## src/design/button_click_press_detector_macros.svh

```systemverilog
// assertion helpers for the button click press detector
`ifndef BUTTON_CLICK_PRESS_DETECTOR_MACROS_SVH
`define BUTTON_CLICK_PRESS_DETECTOR_MACROS_SVH

`ifndef SYNTHESIS

`define BCPD_ASSERT_IMPLY(label, clk, rst, ante, cons) \
   label: assert property (@(posedge clk) disable iff (rst) (ante) |-> (cons)) \
      else $error("bcpd assertion failed");

`define BCPD_ASSERT_NEXT(label, clk, rst, ante, cons) \
   label: assert property (@(posedge clk) disable iff (rst) (ante) |=> (cons)) \
      else $error("bcpd assertion failed");

`else

`define BCPD_ASSERT_IMPLY(label, clk, rst, ante, cons)

`define BCPD_ASSERT_NEXT(label, clk, rst, ante, cons)

`endif

`endif

```

## src/design/bcpd_pkg.sv

```systemverilog
`timescale 1ns / 1ps
`default_nettype none

package bcpd_pkg;

   localparam int CSR_ADDR_W = 5;
   localparam int CSR_IDX_W  = 3;
   localparam int CSR_DATA_W = 32;

   localparam logic [CSR_IDX_W-1:0] REG_DEBOUNCE   = 3'd0;
   localparam logic [CSR_IDX_W-1:0] REG_CLICK      = 3'd1;
   localparam logic [CSR_IDX_W-1:0] REG_PRESS      = 3'd2;
   localparam logic [CSR_IDX_W-1:0] REG_ACTIVE_LOW = 3'd3;
   localparam logic [CSR_IDX_W-1:0] REG_DBL_ENABLE = 3'd4;

   localparam logic [15:0] DEBOUNCE_RESET = 16'd50;
   localparam logic [15:0] CLICK_RESET    = 16'd400;
   localparam logic [15:0] PRESS_RESET    = 16'd800;

   localparam int REQ_DATA_W = 40;
   localparam int RSP_DATA_W = 80;

   typedef enum logic [2:0] {
      PH_IDLE     = 3'd0,
      PH_PRESSED  = 3'd1,
      PH_RELEASED = 3'd2,
      PH_SECOND   = 3'd3,
      PH_LONG     = 3'd4
   } phase_type;

   typedef struct packed {
      logic [15:0] debounce_ms;
      logic [15:0] click_ms;
      logic [15:0] press_ms;
      logic        active_low;
      logic        double_click_enable;
   } cfg_type;

   typedef struct packed {
      logic        click_event;
      logic        double_click_event;
      logic        long_start_event;
      logic        long_stop_event;
      logic        long_during_event;
      logic        long_pressed;
      logic [31:0] press_duration_ms;
      logic [31:0] since_start_ms;
      phase_type   fsm_state;
   } res_type;

endpackage

`default_nettype wire

```

## src/design/bcpd_csr.sv

```systemverilog
`timescale 1ns / 1ps
`default_nettype none

module bcpd_csr
   import bcpd_pkg::*;
(
   input  wire logic                  clock,
   input  wire logic                  reset,
   input  wire logic                  csr_psel,
   input  wire logic                  csr_penable,
   input  wire logic                  csr_pwrite,
   input  wire logic [CSR_ADDR_W-1:0] csr_paddr,
   input  wire logic [CSR_DATA_W-1:0] csr_pwdata,
   output logic      [CSR_DATA_W-1:0] csr_prdata,
   output logic                       csr_pready,
   output cfg_type                    cfg
);

   cfg_type                cfg_ff;
   cfg_type                cfg_in;
   logic                   wr_en;
   logic [CSR_IDX_W-1:0]   idx;

   assign csr_pready = 1'b1;
   assign idx        = csr_paddr[CSR_ADDR_W-1:2];
   assign wr_en      = csr_psel & csr_penable & csr_pwrite & csr_pready;

   always_comb begin
      cfg_in = cfg_ff;
      if (wr_en) begin
         case (idx)
            REG_DEBOUNCE:   cfg_in.debounce_ms         = csr_pwdata[15:0];
            REG_CLICK:      cfg_in.click_ms            = csr_pwdata[15:0];
            REG_PRESS:      cfg_in.press_ms            = csr_pwdata[15:0];
            REG_ACTIVE_LOW: cfg_in.active_low          = csr_pwdata[0];
            REG_DBL_ENABLE: cfg_in.double_click_enable = csr_pwdata[0];
            default:        cfg_in = cfg_ff;
         endcase
      end
   end

   always_ff @(posedge clock) begin
      if (reset) begin
         cfg_ff.debounce_ms         <= DEBOUNCE_RESET;
         cfg_ff.click_ms            <= CLICK_RESET;
         cfg_ff.press_ms            <= PRESS_RESET;
         cfg_ff.active_low          <= 1'b0;
         cfg_ff.double_click_enable <= 1'b0;
      end else begin
         cfg_ff <= cfg_in;
      end
   end

   always_comb begin
      csr_prdata = '0;
      case (idx)
         REG_DEBOUNCE:   csr_prdata = {16'd0, cfg_ff.debounce_ms};
         REG_CLICK:      csr_prdata = {16'd0, cfg_ff.click_ms};
         REG_PRESS:      csr_prdata = {16'd0, cfg_ff.press_ms};
         REG_ACTIVE_LOW: csr_prdata = {31'd0, cfg_ff.active_low};
         REG_DBL_ENABLE: csr_prdata = {31'd0, cfg_ff.double_click_enable};
         default:        csr_prdata = '0;
      endcase
   end

   assign cfg = cfg_ff;

endmodule

`default_nettype wire

```

## src/design/bcpd_fsm.sv

```systemverilog
`timescale 1ns / 1ps
`default_nettype none

module bcpd_fsm
   import bcpd_pkg::*;
(
   input  wire logic        clock,
   input  wire logic        reset,
   input  wire cfg_type     cfg,
   input  wire logic        step_en,
   input  wire logic        pin_level,
   input  wire logic [31:0] now_ms,
   output res_type          res
);

   phase_type   phase_ff;
   phase_type   phase_in;
   logic [31:0] press_start_ff;
   logic [31:0] press_start_in;
   logic [31:0] press_stop_ff;
   logic [31:0] press_stop_in;
   logic        long_ff;
   logic        long_in;

   logic        active;
   logic [31:0] elapsed;
   logic [31:0] debounce;
   logic [31:0] click_win;
   logic [31:0] press_win;
   logic        ev_click;
   logic        ev_dbl;
   logic        ev_lstart;
   logic        ev_lstop;
   logic        ev_ldur;

   assign active    = cfg.active_low ? ~pin_level : pin_level;
   assign elapsed   = now_ms - press_start_ff;
   assign debounce  = {16'd0, cfg.debounce_ms};
   assign click_win = {16'd0, cfg.click_ms};
   assign press_win = {16'd0, cfg.press_ms};

   // next phase
   always_comb begin
      phase_in = PH_IDLE;
      case (phase_ff)
         PH_IDLE: begin
            phase_in = active ? PH_PRESSED : PH_IDLE;
         end
         PH_PRESSED: begin
            if (!active && elapsed < debounce) begin
               phase_in = PH_IDLE;
            end else if (!active) begin
               phase_in = PH_RELEASED;
            end else if (elapsed > press_win) begin
               phase_in = PH_LONG;
            end else begin
               phase_in = PH_PRESSED;
            end
         end
         PH_RELEASED: begin
            if (!cfg.double_click_enable || elapsed > click_win) begin
               phase_in = PH_IDLE;
            end else if (active && elapsed > debounce) begin
               phase_in = PH_SECOND;
            end else begin
               phase_in = PH_RELEASED;
            end
         end
         PH_SECOND: begin
            phase_in = (!active && elapsed > debounce) ? PH_IDLE : PH_SECOND;
         end
         PH_LONG: begin
            phase_in = active ? PH_LONG : PH_IDLE;
         end
         default: begin
            phase_in = PH_IDLE;
         end
      endcase
   end

   // events and timestamps
   always_comb begin
      press_start_in = press_start_ff;
      press_stop_in  = press_stop_ff;
      long_in        = long_ff;
      ev_click       = 1'b0;
      ev_dbl         = 1'b0;
      ev_lstart      = 1'b0;
      ev_lstop       = 1'b0;
      ev_ldur        = 1'b0;
      case (phase_ff)
         PH_IDLE: begin
            if (active) begin
               press_start_in = now_ms;
            end
         end
         PH_PRESSED: begin
            if (!active && elapsed >= debounce) begin
               press_stop_in = now_ms;
            end else if (active && elapsed > press_win) begin
               long_in   = 1'b1;
               ev_lstart = 1'b1;
            end
         end
         PH_RELEASED: begin
            if (!cfg.double_click_enable || elapsed > click_win) begin
               ev_click = 1'b1;
            end else if (active && elapsed > debounce) begin
               press_start_in = now_ms;
            end
         end
         PH_SECOND: begin
            if (!active && elapsed > debounce) begin
               press_stop_in = now_ms;
               ev_dbl        = cfg.double_click_enable;
            end
         end
         PH_LONG: begin
            if (!active) begin
               long_in       = 1'b0;
               press_stop_in = now_ms;
               ev_lstop      = 1'b1;
            end else begin
               long_in = 1'b1;
               ev_ldur = 1'b1;
            end
         end
         default: begin
            long_in = long_ff;
         end
      endcase
   end

   always_ff @(posedge clock) begin
      if (reset) begin
         phase_ff       <= PH_IDLE;
         press_start_ff <= '0;
         press_stop_ff  <= '0;
         long_ff        <= 1'b0;
      end else if (step_en) begin
         phase_ff       <= phase_in;
         press_start_ff <= press_start_in;
         press_stop_ff  <= press_stop_in;
         long_ff        <= long_in;
      end
   end

   always_comb begin
      res.click_event        = ev_click;
      res.double_click_event = ev_dbl;
      res.long_start_event   = ev_lstart;
      res.long_stop_event    = ev_lstop;
      res.long_during_event  = ev_ldur;
      res.long_pressed       = long_in;
      res.press_duration_ms  = press_stop_in - press_start_in;
      res.since_start_ms     = now_ms - press_start_in;
      res.fsm_state          = phase_in;
   end

endmodule

`default_nettype wire

```

## src/design/button_click_press_detector.sv

```systemverilog
// Button click, double click and long press detector.
// req channel: one item per tick while req_tready is high, tdata holds the sampled pin level (bit 0) and
// the millisecond time now_ms (bits 32:1); the time wraps modulo 2^32.
// rsp channel: exactly one item per accepted req item, in order, carrying the
// one-tick event flags, the long press flag, press duration, time since press
// start and the phase of the state machine after that tick.
// csr port: APB-style, registers at byte addresses 0 debounce_ms, 4 click_ms,
// 8 press_ms, 12 active_low, 16 double_click_enable; pready is always high.
// Path: an accepted item enters the input register, is stepped through the state
// machine into the result register once that register is free, and is then
// presented on rsp.
// Throughput: one item per cycle while rsp_tready is high, with the state update
// between the input register and the result register.
// Reset: both registers empty, state machine idle, timestamps and long press
// flag cleared, configuration back to 50 / 400 / 800 ms, active high, double
// click off.
// Stall: while rsp_tready is low the result is held; the input register can
// still take one more item, after which req_tready drops.
`timescale 1ns / 1ps
`default_nettype none
`include "button_click_press_detector_macros.svh"

module button_click_press_detector
   import bcpd_pkg::*;
(
   input  wire logic                  clock,
   input  wire logic                  reset,
   input  wire logic                  req_tvalid,
   output logic                       req_tready,
   // [0] pin_level, [32:1] now_ms, [39:33] zero
   input  wire logic [REQ_DATA_W-1:0] req_tdata,
   output logic                       rsp_tvalid,
   input  wire logic                  rsp_tready,
   // [0] click_event, [1] double_click_event, [2] long_start_event,
   // [3] long_stop_event, [4] long_during_event, [5] long_pressed,
   // [37:6] press_duration_ms, [69:38] since_start_ms, [72:70] fsm_state,
   // [79:73] zero
   output logic      [RSP_DATA_W-1:0] rsp_tdata,
   input  wire logic                  csr_psel,
   input  wire logic                  csr_penable,
   input  wire logic                  csr_pwrite,
   input  wire logic [CSR_ADDR_W-1:0] csr_paddr,
   input  wire logic [CSR_DATA_W-1:0] csr_pwdata,
   output logic      [CSR_DATA_W-1:0] csr_prdata,
   output logic                       csr_pready
);

   cfg_type     cfg;
   res_type     res;
   res_type     rsp_ff;
   logic        in_valid_ff;
   logic        pin_ff;
   logic [31:0] now_ff;
   logic        out_valid_ff;
   logic        advance;

   bcpd_csr u_csr (
      .clock       (clock),
      .reset       (reset),
      .csr_psel    (csr_psel),
      .csr_penable (csr_penable),
      .csr_pwrite  (csr_pwrite),
      .csr_paddr   (csr_paddr),
      .csr_pwdata  (csr_pwdata),
      .csr_prdata  (csr_prdata),
      .csr_pready  (csr_pready),
      .cfg         (cfg)
   );

   assign advance    = in_valid_ff & (~out_valid_ff | rsp_tready);
   assign req_tready = ~in_valid_ff | advance;

   always_ff @(posedge clock) begin
      if (reset) begin
         in_valid_ff <= 1'b0;
      end else if (req_tready) begin
         in_valid_ff <= req_tvalid;
      end
   end

   always_ff @(posedge clock) begin
      if (req_tready && req_tvalid) begin
         pin_ff <= req_tdata[0];
         now_ff <= req_tdata[32:1];
      end
   end

   bcpd_fsm u_fsm (
      .clock     (clock),
      .reset     (reset),
      .cfg       (cfg),
      .step_en   (advance),
      .pin_level (pin_ff),
      .now_ms    (now_ff),
      .res       (res)
   );

   always_ff @(posedge clock) begin
      if (reset) begin
         out_valid_ff <= 1'b0;
      end else if (advance) begin
         out_valid_ff <= 1'b1;
      end else if (rsp_tready) begin
         out_valid_ff <= 1'b0;
      end
   end

   always_ff @(posedge clock) begin
      if (advance) begin
         rsp_ff <= res;
      end
   end

   assign rsp_tvalid = out_valid_ff;
   assign rsp_tdata  = {7'd0,
                        rsp_ff.fsm_state,
                        rsp_ff.since_start_ms,
                        rsp_ff.press_duration_ms,
                        rsp_ff.long_pressed,
                        rsp_ff.long_during_event,
                        rsp_ff.long_stop_event,
                        rsp_ff.long_start_event,
                        rsp_ff.double_click_event,
                        rsp_ff.click_event};

   `BCPD_ASSERT_NEXT(a_advance_fills_out, clock, reset, advance, rsp_tvalid)
   `BCPD_ASSERT_IMPLY(a_one_event, clock, reset, rsp_tvalid, $onehot0(rsp_tdata[4:0]))
   `BCPD_ASSERT_IMPLY(a_long_start, clock, reset,
                      rsp_tvalid && rsp_ff.long_start_event,
                      rsp_ff.fsm_state == PH_LONG && rsp_ff.long_pressed)
   `BCPD_ASSERT_IMPLY(a_long_stop, clock, reset,
                      rsp_tvalid && rsp_ff.long_stop_event,
                      rsp_ff.fsm_state == PH_IDLE && !rsp_ff.long_pressed)

endmodule

`default_nettype wire
```

## config.mk

```make
export PLATFORM = sky130hd
export DESIGN_NAME = button_click_press_detector
export DESIGN_NICKNAME = d
export VERILOG_FILES = /design/src/design/bcpd_pkg.sv /design/src/design/bcpd_csr.sv /design/src/design/bcpd_fsm.sv /design/src/design/button_click_press_detector.sv
export VERILOG_INCLUDE_DIRS = /design/src /design/src/design
export SDC_FILE = /design/constraint.sdc
export NUM_CORES = 1
export LEC_CHECK = 0
export BUFFER_PORTS_ARGS = -buffer_cell sky130_fd_sc_hd__buf_2
export CELL_PAD_IN_SITES_DETAIL_PLACEMENT = 1
export CELL_PAD_IN_SITES_GLOBAL_PLACEMENT = 2
export CORE_ASPECT_RATIO = 2
export CORE_UTILIZATION = 39
export CTS_CLUSTER_DIAMETER = 60
export CTS_CLUSTER_SIZE = 16
export DETAILED_ROUTE_END_ITERATION = 8
export HOLD_SLACK_MARGIN = 0.02
export PLACE_DENSITY_LB_ADDON = 0.1
export SLEW_MARGIN = 20
export SYNTH_ARGS = -nofsm -noshare
export SYNTH_HDL_FRONTEND = slang
export SYNTH_SLANG_ARGS = --single-unit
```

## constraint.sdc

```tcl
create_clock -name clock -period 17.1 [get_ports clock]
set_input_delay 3.42 -clock clock [delete_from_list [all_inputs] [get_ports clock]]
set_output_delay 3.42 -clock clock [all_outputs]
set_load 0.05 [all_outputs]
```

# [After elaboration in Yosys (flattened, before gate mapping)]
# Cells that the tools add are included.
# Widths: inputs -> output; s select.
[op_classes] n_addsub=3 magnitude_cmp=5 n_eq_ne=8 mux=28 bitwise_logic=9 n_reduce_logical=19
[op_table] cell="$mux 32" n=6
[op_table] cell="$gt 32x16->1" n=3
[op_table] cell="$pmux 32 s3" n=1
[op_table] cell="$sub 32x32->32" n=3
[op_table] cell="$pmux 16 s5" n=1
[op_table] cell="$pmux 32 s2" n=1
[op_table] cell="$ge 32x16->1" n=1
[op_table] cell="$lt 32x16->1" n=1
[op_table] cell="$mux 3" n=5
[op_table] cell="$pmux 3 s5" n=1
[op_table] cell="$eq 3x2->1 const B" n=4
[op_table] cell="$reduce_and 2->1" n=6
[op_table] cell="$mux 1" n=11
[op_table] cell="$eq 3x1->1 const B" n=2
[op_table] cell="$eq 3x3->1 const B" n=2
[op_table] cell="$logic_and 1x1->1" n=6
[op_table] cell="$logic_not 3->1" n=2
[op_table] cell="$not 1->1" n=4
[op_table] cell="$and 1x1->1" n=3
[op_table] cell="$logic_not 1->1" n=2
[op_table] cell="$mux 2" n=1
[op_table] cell="$or 1x1->1" n=2
[op_table] cell="$pmux 1 s2" n=1
[op_table] cell="$reduce_bool 2->1" n=1
[op_table] cell="2 further kinds" n=2
[word_totals] reg_bits=226 in_bits=84 out_inout_bits=115 wordCells=94

# [Longest topological paths before layout]
# Gate-level depths: netlist of run 1.
[depth] word_depth=7 depth_mapped=39 mapped_depth_nobuf=37

# [Cells and area by module]
# A second synthesis of run 1 with hierarchy kept.
[hier_totals] cells_unflattened=1743 hier_area_um2=15603.7
[by_module_without_submodules] mod="bcpd_fsm" instances=1 cells_per_inst=1341 area_per_inst_um2=9595.5 seq_area_each_um2=1361.3
[by_module_without_submodules] mod="button_click_press_detector" instances=1 cells_per_inst=124 area_per_inst_um2=3343.2 seq_area_each_um2=3223.1
[by_module_without_submodules] mod="bcpd_csr" instances=1 cells_per_inst=278 area_per_inst_um2=2665.1 seq_area_each_um2=1001.0

# [Worst setup path before layout of run 1]
# Ideal clock, no wire load.
[synth_path] kind="input-to-output" startpoint="input port csr_paddr[3]" endpoint="output port csr_prdata[13]" arrival_ns=5.190 required_time_ns=13.680 slack_ns=8.490 cell_stages=6 n_path_buf=2 cell_sequence="buf_1 buf_1 mux2i_1 nor2_1 a21oi_1 nor2_1"
[synth_via] elab_chain_cells=2 elab_cells_between_ends=6 cone_classes="eq/ne (4); mux (1); reduce/logical (1)"
[synth_lines] item="start, declared" line="button_click_press_detector.sv:42" rtl="input wire logic [CSR_ADDR_W-1:0] csr_paddr,"
[synth_lines] item="$eq 3x3->1, or another cell as far along" line="bcpd_csr.sv:56" rtl="case (idx)"
[synth_lines] item="$pmux 16 s5 *" line="bcpd_csr.sv:56"
[synth_lines] item="end, declared" line="button_click_press_detector.sv:44" rtl="output logic [CSR_DATA_W-1:0] csr_prdata,"
# Mark *: on every way between the ends. The rest lies on a longest branch, timed or not.

==> results.sh, run 1 <==
export IMPL_p_leak_nw=6.96
export IMPL_timing_max_transition_violations_final=0
export IMPL_remaining_global_route_overflow=0
export IMPL_multi_input_area_um2=9010
export IMPL_area_growth_syn_to_layout_pct=11.2
export IMPL_critPathArrivalTime_ns=10.88
export IMPL_synth_warning_count=0
export IMPL_post_route_cells_drive_above_1_share_pct=14.3
export IMPL_fin_skew_ns=0.0177
export IMPL_pin_count_of_the_biggest_net_entering_global_routing=81
export IMPL_synth_edf_count=106
export IMPL_grt_first_pass_wirelength_um=75000
export IMPL_via_count=12900
export IMPL_port_buffers=149
export IMPL_vdd_drop_max_uv=72.7
export IMPL_synthXorXnorAreaFrac_pct=4.41
export IMPL_layout_cell_area_non_filler_um2=17100
export IMPL_most_common_layout_cells="sky130_fd_sc_hd__nand2_1 (190), sky130_fd_sc_hd__a21oi_1 (167), sky130_fd_sc_hd__nor2_1 (150)"
export IMPL_gp_congestion=0.841
export IMPL_seq_area_frac_synth_pct=36.2
export IMPL_synth_compound_area_share_pct=17.9
export IMPL_post_syn_area_um2=15400
export IMPL_post_synth_cell_area_avg_um2=8.95
export IMPL_period_needed_ns=10.60
export IMPL_detail_route_wirelength_um=47900
export IMPL_placedCellCount=2333
export IMPL_io_pin_count=199
export IMPL_drc=0
export IMPL_max_cap_viol_count=0
export IMPL_tritoncts_num_buffers=21
export IMPL_finish_stage_setup_viols=0
export IMPL_area_share_of_the_leading_cell_type_in_the_synthesized_netlist_pct=20.7
export IMPL_cp_data_required_time_ns=17.38
export IMPL_min_delay_start="u_csr.cfg[32]"
export IMPL_holdCritPathClass="flip-flop to flip-flop"
export IMPL_placed_area_um2=16500
export IMPL_dominant_cells_by_area_after_synthesis="sky130_fd_sc_hd__edfxtp_1 (21%), sky130_fd_sc_hd__dfxtp_1 (16%), sky130_fd_sc_hd__ha_1 (11%)"
export IMPL_buffers_inserted_during_post_cts_setup_optimization=0
export IMPL_grt_antenna_before_repair=0
export IMPL_mostFrequentLayoutCell="sky130_fd_sc_hd__nand2_1"
export IMPL_critical_path_reg2reg_startpoint="now_ff[1]"
export IMPL_worst_slew_pin_slew_ns=1.09
export IMPL_worst_skew_pair_late_latency_ns=0.53
export IMPL_floorplan_initialDensity_pct=39.7
export IMPL_ys_ff_latch=226
export IMPL_fin_crit_sh_pct=62.0
export IMPL_path_max_fanout=48
export IMPL_number_of_buffers_on_the_longest_clock_path=3
export IMPL_post_synth_and_or_nand_nor_area_fraction_pct=15.7
export IMPL_netlist_cell_type_count=96
export IMPL_place_ws_ns=6.49
export IMPL_cts_repair_resize_count=0
export IMPL_top_ff_cell_synth="sky130_fd_sc_hd__dfxtp_1"
export IMPL_fin_nets=2064
export IMPL_cp_startpoint="now_ff[1]"
export IMPL_worst_path_max_delay_cell="sky130_fd_sc_hd__a31oi_4"
export IMPL_timing_worst_setup_path_type="flip-flop to flip-flop"
export IMPL_worstSetupStartpointType="flip-flop"
export IMPL_root_buffer_master="sky130_fd_sc_hd__clkbuf_16"
export IMPL_timing_slew_headroom_pct=27.3
export IMPL_antenna_violating_nets_post_route=0
export IMPL_mapped_cells=1722
export IMPL_filler_cell_count=4722
export IMPL_finalWorstSetupSlack_ns=6.50
export IMPL_tritoncts="built"
export IMPL_dieHeight_um=283
export IMPL_groute_usage_overall_pct=24.1
export IMPL_drtPass1Iterations=4
export IMPL_cpMostUsedCell="sky130_fd_sc_hd__o21ai_0"
export IMPL_clk_pin_slew_worst_paths_ns=0.08
export IMPL_finalHoldViolCount=0
export IMPL_detailedRoute_firstIterationViolations=336
export IMPL_numClockSinks=226
export IMPL_final_cell_count_no_fill=2370
export IMPL_core_footprint_um2=38800
export IMPL_antennaDiodeCount=0
export IMPL_outcome="completed"
export IMPL_register_area_um2=5590
export IMPL_clock_tree_htree_level_count=1
export IMPL_critPathCaptureType="flip-flop"
export IMPL_place_hpwl_um=36800
export IMPL_synth_async_reset_ratio_pct=0
export IMPL_die_area_um2=40400
export IMPL_power_density_nw_per_um2=91.2
export IMPL_post_drt_wl_per_cell_um=20.2
export IMPL_critical_path_max_stage_delay_ns=0.67
export IMPL_fp_row_count=102
export IMPL_viasPerCell=5.43
export IMPL_post_cts_hold_buffer_count=0
export IMPL_synth_adder_area_share_pct=11.8
export IMPL_setup_tns_ns=0
export IMPL_die_width_um=143
export IMPL_yosys_area_top_type="sky130_fd_sc_hd__edfxtp_1"
export IMPL_yosys_mux_area_fraction_pct=7.72
export IMPL_synth_top_family_by_area="compound AO/OA/AOI/OAI gates"
export IMPL_grt_pass1_vias=13800
export IMPL_max_clock_freq_mhz=94.3
export IMPL_rsz0062_at_grt="false"
## sequential cells by signal, summed over array words and instances (netlist names), 3 cells and up
register and cells:
now_ff 32, u_fsm.press_start_ff 32, rsp_tdata 73, u_csr.cfg 50, u_fsm.press_stop_ff 32, u_fsm.phase_ff 3
## final timing paths
| kind | slack, ns | depth (start not counted) | endpoint |
|---|---|---|---|
| setup / recovery | 6.50 | 30 | rsp_tdata[37] |
| hold / removal | 0.48 | 2 | u_csr.cfg[32] |
| setup reg to reg | 6.50 | 30 | rsp_tdata[37] |
| hold reg to reg | 0.48 | 2 | u_csr.cfg[32] |
## stage by stage
stage                     hold slack (ns)  utilization (%)  total power (W)
final                               0.477             44.2          0.00156
after global routing                0.503             44.2          0.00164
after CTS                           0.478             44.1          0.00158
after detailed placement            0.469             42.4          0.00110
after global placement              0.459             42.4          0.00109
after floorplan                     0.449                -         0.000974
## cell usage after synthesis (4+ instances only)
cell type,instances
sky130_fd_sc_hd__dfxtp_1,120
sky130_fd_sc_hd__o21ai_0,95
sky130_fd_sc_hd__nand4_1,18
sky130_fd_sc_hd__nand3_1,26
sky130_fd_sc_hd__nor3_1,19
sky130_fd_sc_hd__nor2_1,152
sky130_fd_sc_hd__buf_2,11
sky130_fd_sc_hd__o211ai_1,17
sky130_fd_sc_hd__buf_6,6
sky130_fd_sc_hd__nor2b_1,35
sky130_fd_sc_hd__and2_1,9
sky130_fd_sc_hd__nand3b_1,4
sky130_fd_sc_hd__a21oi_1,168
sky130_fd_sc_hd__o21bai_1,10
sky130_fd_sc_hd__and3_1,12
sky130_fd_sc_hd__mux2_2,29
sky130_fd_sc_hd__nor4_1,4
sky130_fd_sc_hd__o21ai_1,4
sky130_fd_sc_hd__a21boi_0,4
sky130_fd_sc_hd__ha_1,141
sky130_fd_sc_hd__inv_1,110
sky130_fd_sc_hd__xnor2_1,52
sky130_fd_sc_hd__a31oi_1,11
sky130_fd_sc_hd__buf_4,27
sky130_fd_sc_hd__edfxtp_1,106
sky130_fd_sc_hd__xor2_1,23
sky130_fd_sc_hd__or3_1,6
sky130_fd_sc_hd__a211oi_1,11
sky130_fd_sc_hd__nand2b_1,16
sky130_fd_sc_hd__o21a_1,21
sky130_fd_sc_hd__clkbuf_1,39
sky130_fd_sc_hd__a21o_1,44
sky130_fd_sc_hd__o31ai_1,5
sky130_fd_sc_hd__mux2i_1,84
sky130_fd_sc_hd__nand2_1,190
## where the power goes
| part | switching [W] | internal [W] | total (W) | leakage (nW) |
|---|---|---|---|---|
| Clock | 0.000233 | 0.000247 | 0.000479 | 0.326 |
| Combinational | 0.000303 | 0.000157 | 0.000461 | 4.67 |
| Sequential | 0.0000171 | 0.000605 | 0.000622 | 1.96 |
| Total | 0.000553 | 0.00101 | 0.00156 | 6.96 |
## worst max-delay path: cells and delay by family (launching register included)
| family | cells | cell delay [ns] |
|---|---|---|
| xor gates and xnor gates | 2 | 0.80 |
| AOI/OAI and AO/OA | 18 | 5.72 |
| and+or+nand+nor | 5 | 0.94 |
| adders and majority gates | 3 | 1.06 |
| buffers and inverters | 1 | 0.64 |
| muxes | 1 | 0.62 |
| DFF | 1 | 0.54 |
## layout make-up
class,count,area share [%]
multi-input cells,1317,52.6
flip-flops and latches,226,32.6
clock inverters,8,0.402
repair buffers,157,4.74
inverters,113,2.48
well taps,520,3.80
clock buffers,29,3.42
## logic make-up after synthesis
| logic type | Yosys count |
|---|---|
| AND/OR/NAND/NOR | 520 |
| AO/OA/AOI/OAI | 439 |
| flip-flops | 226 |
| buffers and inverters | 201 |
| adder cells (fa/ha/maj) | 144 |
| multiplexers | 114 |
| XOR/XNOR | 76 |
| other | 2 |
## per-layer routing
| metal | vias up | wire length [um] | global-route usage [%] | share of wire (%) |
|---|---|---|---|---|
| li1 | 6277 | - | - | - |
| met1 | 6268 | 17200 | 23.7 | 36 |
| met2 | 211 | 27400 | 48.8 | 57 |
| met3 | 107 | 1080 | 1.77 | 2.3 |
| met4 | 0 | 2240 | 11.2 | 4.7 |
| met5 | - | 0 | 0 | 0 |
Power figures use the tool's default switching activity.
==> run 2, diff against run 1 <==
--- a/config.mk
+++ b/config.mk
@@ -6,11 +6,12 @@
 export SDC_FILE = /design/constraint.sdc
 export NUM_CORES = 1
 export LEC_CHECK = 0
+export ABC_AREA = 1
 export BUFFER_PORTS_ARGS = -buffer_cell sky130_fd_sc_hd__buf_2
 export CELL_PAD_IN_SITES_DETAIL_PLACEMENT = 1
 export CELL_PAD_IN_SITES_GLOBAL_PLACEMENT = 2
 export CORE_ASPECT_RATIO = 2
-export CORE_UTILIZATION = 39
+export CORE_UTILIZATION = 31
 export CTS_CLUSTER_DIAMETER = 60
 export CTS_CLUSTER_SIZE = 16
 export DETAILED_ROUTE_END_ITERATION = 8
==> constraint.sdc (replaced) <==
create_clock -name clock -period 8.8 [get_ports clock]
set_input_delay 1.76 -clock clock [delete_from_list [all_inputs] [get_ports clock]]
set_output_delay 1.76 -clock clock [all_outputs]
set_load 0.05 [all_outputs]
==> results.sh, run 2 <==
export IMPL_netlist_top_cells_count="sky130_fd_sc_hd__nand2_1 (513), sky130_fd_sc_hd__inv_1 (378), sky130_fd_sc_hd__a21oi_1 (212)"
export IMPL_hold_ws_ns=0.484
export IMPL_worst_slew_pin_slew_ns=0.950
export IMPL_top_ff_cell_synth="sky130_fd_sc_hd__dfxtp_1"
export IMPL_antennaDiodeCount=0
export IMPL_area_share_of_the_leading_cell_type_in_the_synthesized_netlist_pct=18.8
export IMPL_max_cap_viol_count=0
export IMPL_path_max_fanout=30
export IMPL_min_delay_start="u_csr.cfg[0]"
export IMPL_timing_slew_headroom_pct=36.7
export IMPL_dieHeight_um=332
export IMPL_detail_route_wirelength_um=62400
export IMPL_most_common_layout_cells="sky130_fd_sc_hd__nand2_1 (512), sky130_fd_sc_hd__inv_1 (377), sky130_fd_sc_hd__a21oi_1 (212)"
export IMPL_worst_hold_path_num_cells=1
export IMPL_finalWorstSetupSlack_ns=0.737
export IMPL_groute_usage_overall_pct=22.7
export IMPL_post_drt_wl_per_cell_um=19.8
export IMPL_core_footprint_um2=53800
export IMPL_drc=0
export IMPL_tritoncts_num_buffers=23
export IMPL_fin_crit_sh_pct=91.6
export IMPL_post_route_cells_drive_above_1_share_pct=12.8
export IMPL_power_density_nw_per_um2=209
export IMPL_cp_data_required_time_ns=9.11
export IMPL_holdCritPathClass="flip-flop to flip-flop"
export IMPL_post_cts_hold_buffer_count=0
export IMPL_gp_congestion=0.947
export IMPL_die_width_um=167
export IMPL_setup_tns_ns=0
export IMPL_fin_nets=2691
export IMPL_worst_path_max_delay_cell="sky130_fd_sc_hd__xor2_1"
export IMPL_outcome="completed"
export IMPL_synth_edf_count=106
export IMPL_mapped_cells=2329
export IMPL_via_count=15900
export IMPL_ys_ff_latch=226
export IMPL_largest_register_ff_count=73
export IMPL_post_syn_area_um2=16900
export IMPL_critical_path_reg2reg_startpoint="now_ff[0]"
export IMPL_clock_tree_htree_level_count=1
export IMPL_drtPass1Iterations=5
export IMPL_period_needed_ns=8.06
export IMPL_pin_count_of_the_biggest_net_entering_global_routing=80
export IMPL_grt_most_used_layer="met2"
export IMPL_post_synth_cell_area_avg_um2=7.25
export IMPL_rsz0062_at_grt="false"
export IMPL_cpMostUsedCell="sky130_fd_sc_hd__nand3_1"
export IMPL_global_route_usage_met2_pct=47.3
export IMPL_final_cell_count_no_fill=3151
export IMPL_floorplan_initialDensity_pct=31.4
export IMPL_die_area_um2=55500
export IMPL_remaining_global_route_overflow=0
export IMPL_viasPerCell=5.06
export IMPL_tritoncts="built"
export IMPL_grt_antenna_before_repair=0
export IMPL_numClockSinks=226
export IMPL_buffers_inserted_during_post_cts_setup_optimization=0
export IMPL_timing_hold_worst_endpoint="u_csr.cfg[0]"
export IMPL_vdd_drop_max_uv=194
export IMPL_cts_repair_resize_count=0
export IMPL_worstRegToRegCells=34
export IMPL_p_leak_nw=9.02
export IMPL_antenna_violating_nets_post_route=0
export IMPL_grt_first_pass_wirelength_um=96800
export IMPL_critical_path_max_stage_delay_ns=0.57
export IMPL_dominant_cells_by_area_after_synthesis="sky130_fd_sc_hd__edfxtp_1 (19%), sky130_fd_sc_hd__dfxtp_1 (14%), sky130_fd_sc_hd__nand2_1 (11%)"
export IMPL_regToRegSetupSlack_ns=0.74
export IMPL_critPathCaptureType="flip-flop"
export IMPL_fin_skew_ns=0.0362
export IMPL_timing_rr_end="rsp_tdata[69]"
export IMPL_finalHoldViolCount=0
export IMPL_placedCellCount=3109
export IMPL_filler_cell_count=6746
export IMPL_netlist_cell_type_count=53
export IMPL_synth_warning_count=0
export IMPL_path_buf_inv=5
export IMPL_io_pin_count=199
export IMPL_root_buffer_master="sky130_fd_sc_hd__clkbuf_16"
export IMPL_place_ws_ns=0.577
export IMPL_mostFrequentLayoutCell="sky130_fd_sc_hd__nand2_1"
export IMPL_area_growth_syn_to_layout_pct=13.1
export IMPL_clk_pin_slew_worst_paths_ns=0.07
export IMPL_worst_path_dominant_cell_family="compound AO/OA/AOI/OAI gates"
export IMPL_fraction_of_met3_tracks_used_by_global_routing_pct=1.48
export IMPL_synth_async_reset_ratio_pct=0
export IMPL_critPathArrivalTime_ns=8.37
export IMPL_finish_stage_setup_viols=0
export IMPL_port_buffers=149
export IMPL_number_of_buffers_on_the_longest_clock_path=3
export IMPL_fp_row_count=120
export IMPL_worstSetupStartpointType="flip-flop"
export IMPL_grt_pass1_vias=17200
export IMPL_max_clock_freq_mhz=124
export IMPL_timing_worst_setup_path_type="flip-flop to flip-flop"
export IMPL_grt_met1_usage_pct=22.0
export IMPL_detailedRoute_firstIterationViolations=563
export IMPL_timing_max_transition_violations_final=0
export IMPL_yosys_area_top_type="sky130_fd_sc_hd__edfxtp_1"
export IMPL_seq_area_frac_synth_pct=33.1
export IMPL_place_hpwl_um=50300
export IMPL_synth_most_common_cell="sky130_fd_sc_hd__nand2_1"
export IMPL_worst_skew_pair_late_latency_ns=0.58
-- run 2: logic make-up after synthesis --
group | share of synthesized area (%)
simple gates | 19.1
compound gates | 21.6
flops | 33.1
buf+inv | 11.5
fa+ha+maj | 10.8
xor+xnor | 3.78
other cells | 0.0445
-- run 2: routing by layer --
layer,up-vias,part of all wire [%]
met5,-,0
met3,98,1.9
met1,7686,36
met4,0,4.4
li1,7927,-
met2,228,58
-- run 2: metrics by stage --
stage	utilization [%]	power [W]	area, um2
after floorplan	-	0.00247	17000
after global placement	34.1	0.00297	18300
after detailed placement	34.1	0.00299	18300
after CTS	35.5	0.00406	19100
after global routing	35.5	0.00424	19100
final	35.5	0.00398	19100
-- run 2: worst max path at each step --
stage | slack [ns] | to | depth (start not counted) | from
floorplan | 2.75 | rsp_tdata[36] | 39 | now_ff[0]
global placement | 0.64 | rsp_tdata[34] | 35 | now_ff[0]
detailed placement | 0.58 | rsp_tdata[35] | 35 | now_ff[0]
CTS | 0.52 | rsp_tdata[35] | 35 | now_ff[0]
global route | 0.11 | rsp_tdata[34] | 42 | now_ff[0]
finish | 0.74 | rsp_tdata[69] | 34 | now_ff[0]
-- run 2: final cells by class --
type                       instances  area, um2  share of cell area [%]
clock buffer                      29        633                    3.31
clock inverter                    13        125                   0.655
inverter                         383       1440                    7.55
multi-input combinational       1644       9460                    49.5
sequential                       226       5590                    29.2
tap                              671        840                    4.40
timing repair buffer             185       1020                    5.32
-- run 2: worst reg2reg max path: cells and delay by family (launching register included) --
family	cells	cell delay, ns
compound gates	10	2.35
buf+inv	5	0.98
simple gates	12	1.78
fa+ha+maj	4	1.31
xor+xnor	3	0.94
flops	1	0.43
-- run 2: where the power goes --
part | internal [W] | switching, W
registers | 0.00124 | 0.0000530
logic | 0.000511 | 0.00115
clock network | 0.000529 | 0.000499
==> run 3, diff against run 2 <==
--- a/config.mk
+++ b/config.mk
@@ -6,12 +6,12 @@
 export SDC_FILE = /design/constraint.sdc
 export NUM_CORES = 1
 export LEC_CHECK = 0
-export ABC_AREA = 1
+export ABC_AREA = 0
 export BUFFER_PORTS_ARGS = -buffer_cell sky130_fd_sc_hd__buf_2
 export CELL_PAD_IN_SITES_DETAIL_PLACEMENT = 1
 export CELL_PAD_IN_SITES_GLOBAL_PLACEMENT = 2
-export CORE_ASPECT_RATIO = 2
-export CORE_UTILIZATION = 31
+export CORE_ASPECT_RATIO = 0.75
+export CORE_UTILIZATION = 33
 export CTS_CLUSTER_DIAMETER = 60
 export CTS_CLUSTER_SIZE = 16
 export DETAILED_ROUTE_END_ITERATION = 8
==> results.sh, run 3 (same netlist as run 1, synthesis figures left out) <==
export IMPL_outcome="completed"
export IMPL_via_count=13100
export IMPL_floorplan_initialDensity_pct=33.5
export IMPL_io_pin_count=199
export IMPL_filler_cell_count=5382
export IMPL_post_cts_hold_buffer_count=0
export IMPL_routed_top_layer="met4"
export IMPL_dieHeight_um=189
export IMPL_timing_max_transition_violations_final=0
export IMPL_fin_crit_sh_pct=95.4
export IMPL_tritoncts="built"
export IMPL_remaining_global_route_overflow=0
export IMPL_cpMostUsedCell="sky130_fd_sc_hd__a21o_1"
export IMPL_worst_slew_pin_slew_ns=0.935
export IMPL_core_footprint_um2=46000
export IMPL_place_hpwl_um=35900
export IMPL_routed_wl_met2_um=20400
export IMPL_clock_tree_htree_level_count=1
export IMPL_number_of_buffers_on_the_longest_clock_path=3
export IMPL_period_needed_ns=8.39
export IMPL_timing_worst_setup_path_type="flip-flop to flip-flop"
export IMPL_rsz0062_at_grt="true"
export IMPL_vdd_drop_max_uv=126
export IMPL_route_met3_wl_um=1220
export IMPL_p_leak_nw=7.57
export IMPL_groute_usage_overall_pct=19.4
export IMPL_path_buf_inv=7
export IMPL_finish_stage_setup_viols=0
export IMPL_drtPass1Iterations=5
export IMPL_final_cell_count_no_fill=2584
export IMPL_detailedRoute_firstIterationViolations=484
export IMPL_worst_skew_pair_late_latency_ns=0.57
export IMPL_numClockSinks=226
export IMPL_setup_tns_ns=0
export IMPL_largest_register_ff_count=73
export IMPL_root_buffer_master="sky130_fd_sc_hd__clkbuf_16"
export IMPL_path_max_fanout=31
export IMPL_drc=0
export IMPL_worstSetupStartpointType="flip-flop"
export IMPL_grt_first_pass_wirelength_um=74100
export IMPL_post_drt_wl_per_cell_um=18.0
export IMPL_power_density_nw_per_um2=183
export IMPL_timing_slew_headroom_pct=36.9
export IMPL_fin_skew_ns=0.0204
export IMPL_viasPerCell=5.06
export IMPL_critPathCaptureType="flip-flop"
export IMPL_antenna_violating_nets_post_route=0
export IMPL_gp_congestion=0.810
export IMPL_port_buffers=149
export IMPL_holdCritPathClass="flip-flop to flip-flop"
export IMPL_hold_ws_ns=0.473
export IMPL_cp_data_required_time_ns=9.20
export IMPL_antennaDiodeCount=0
export IMPL_tritoncts_num_buffers=27
export IMPL_post_route_cells_drive_above_1_share_pct=20.1
export IMPL_fp_row_count=68
export IMPL_grt_pass1_vias=13400
export IMPL_most_common_layout_cells="sky130_fd_sc_hd__nand2_1 (190), sky130_fd_sc_hd__a21oi_1 (165), sky130_fd_sc_hd__nor2_1 (150)"
export IMPL_max_cap_viol_count=0
export IMPL_placedCellCount=2532
export IMPL_finalHoldViolCount=0
export IMPL_die_area_um2=47600
export IMPL_worst_path_max_delay_cell="sky130_fd_sc_hd__a221o_2"
export IMPL_pin_count_of_the_biggest_net_entering_global_routing=78
export IMPL_fin_nets=2161
export IMPL_area_growth_syn_to_layout_pct=19.5
export IMPL_critPathArrivalTime_ns=8.79
export IMPL_grt_antenna_before_repair=0
export IMPL_clk_pin_slew_worst_paths_ns=0.07
export IMPL_die_width_um=252
export IMPL_routed_met1_length_um=24200
export IMPL_fin_total_pwr_w=0.00337
export IMPL_max_clock_freq_mhz=119
export IMPL_critical_path_max_stage_delay_ns=0.44
export IMPL_mostFrequentLayoutCell="sky130_fd_sc_hd__nand2_1"
export IMPL_detail_route_wirelength_um=46600
export IMPL_worst_path_dominant_cell_family="compound AO/OA/AOI/OAI gates"
run 3: changes by cell type in the layout (fill, tap and decap cells not counted), sizes merged, moves of 16 or more:
cell,delta
mux2i,+84
xnor2,+34
buf,+63
nor2b,+35
o21ai,-175
a21oi,-71
nand2,-335
mux2,+29
xor2,-32
inv,-266
nand2b,+16
o221ai,-17
a21o,+43
nand3,-40
run 3: path summary, 6_finish.rpt:
| check | cells after the start | slack, ns | from | end |
|---|---|---|---|---|
| setup / recovery | 37 | 0.41 | now_ff[1] | rsp_tdata[36] |
| hold / removal | 2 | 0.47 | u_csr.cfg[31] | u_csr.cfg[31] |
| setup reg to reg | 37 | 0.41 | now_ff[1] | rsp_tdata[36] |
| hold reg to reg | 2 | 0.47 | u_csr.cfg[31] | u_csr.cfg[31] |
run 3: per-stage QoR:
step / worst slack (ns) / utilization, % / cell area (um2)
final: 0.409 / 40.0 / 18400
after global routing: -0.102 / 40.0 / 18400
after CTS: 0.0338 / 39.7 / 18300
after detailed placement: -0.00671 / 37.6 / 17300
after global placement: 0.0982 / 37.6 / 17300
after floorplan: 0.748 / - / 15500
run 3: worst reg2reg max path: cells and delay by family (launching register included):
kind,cells,cell delay (ns)
AOI/OAI and AO/OA,20,4.36
xor gates and xnor gates,1,0.17
adders and majority gates,3,0.84
buffers and inverters,7,1.03
DFF,1,0.42
muxes,1,0.31
and+or+nand+nor,5,1.10
run 3: cell type report:
type	count	area (um2)	share of cell area, %
clock inverter	20	240	1.30
tap	630	788	4.28
multi-input combinational	1317	9140	49.6
inverter	113	425	2.31
timing repair buffer	248	1550	8.43
sequential	226	5590	30.3
clock buffer	30	697	3.78
run 3: routing by layer:
metal	up-vias	global-route usage, %
li1	6490	-
met3	53	2.38
met2	149	30.5
met5	-	0
met1	6387	28.5
met4	0	3.64
run 3: where the power goes:
group,internal (W),leakage [nW],switching (W)
sequential,0.00118,1.96,0.0000315
combinational,0.000366,5.14,0.000601
clock,0.000678,0.464,0.000517
total,0.00222,7.57,0.00115
run 3: what timing repair did:
action | 4_1_cts | 5_1_grt
buffers inserted | 1 | 1
gates cloned | 0 | 0
endpoints found under the setup margin | 2 | 14
gates resized for setup | 3 | 28
pin swaps | 1 | 9
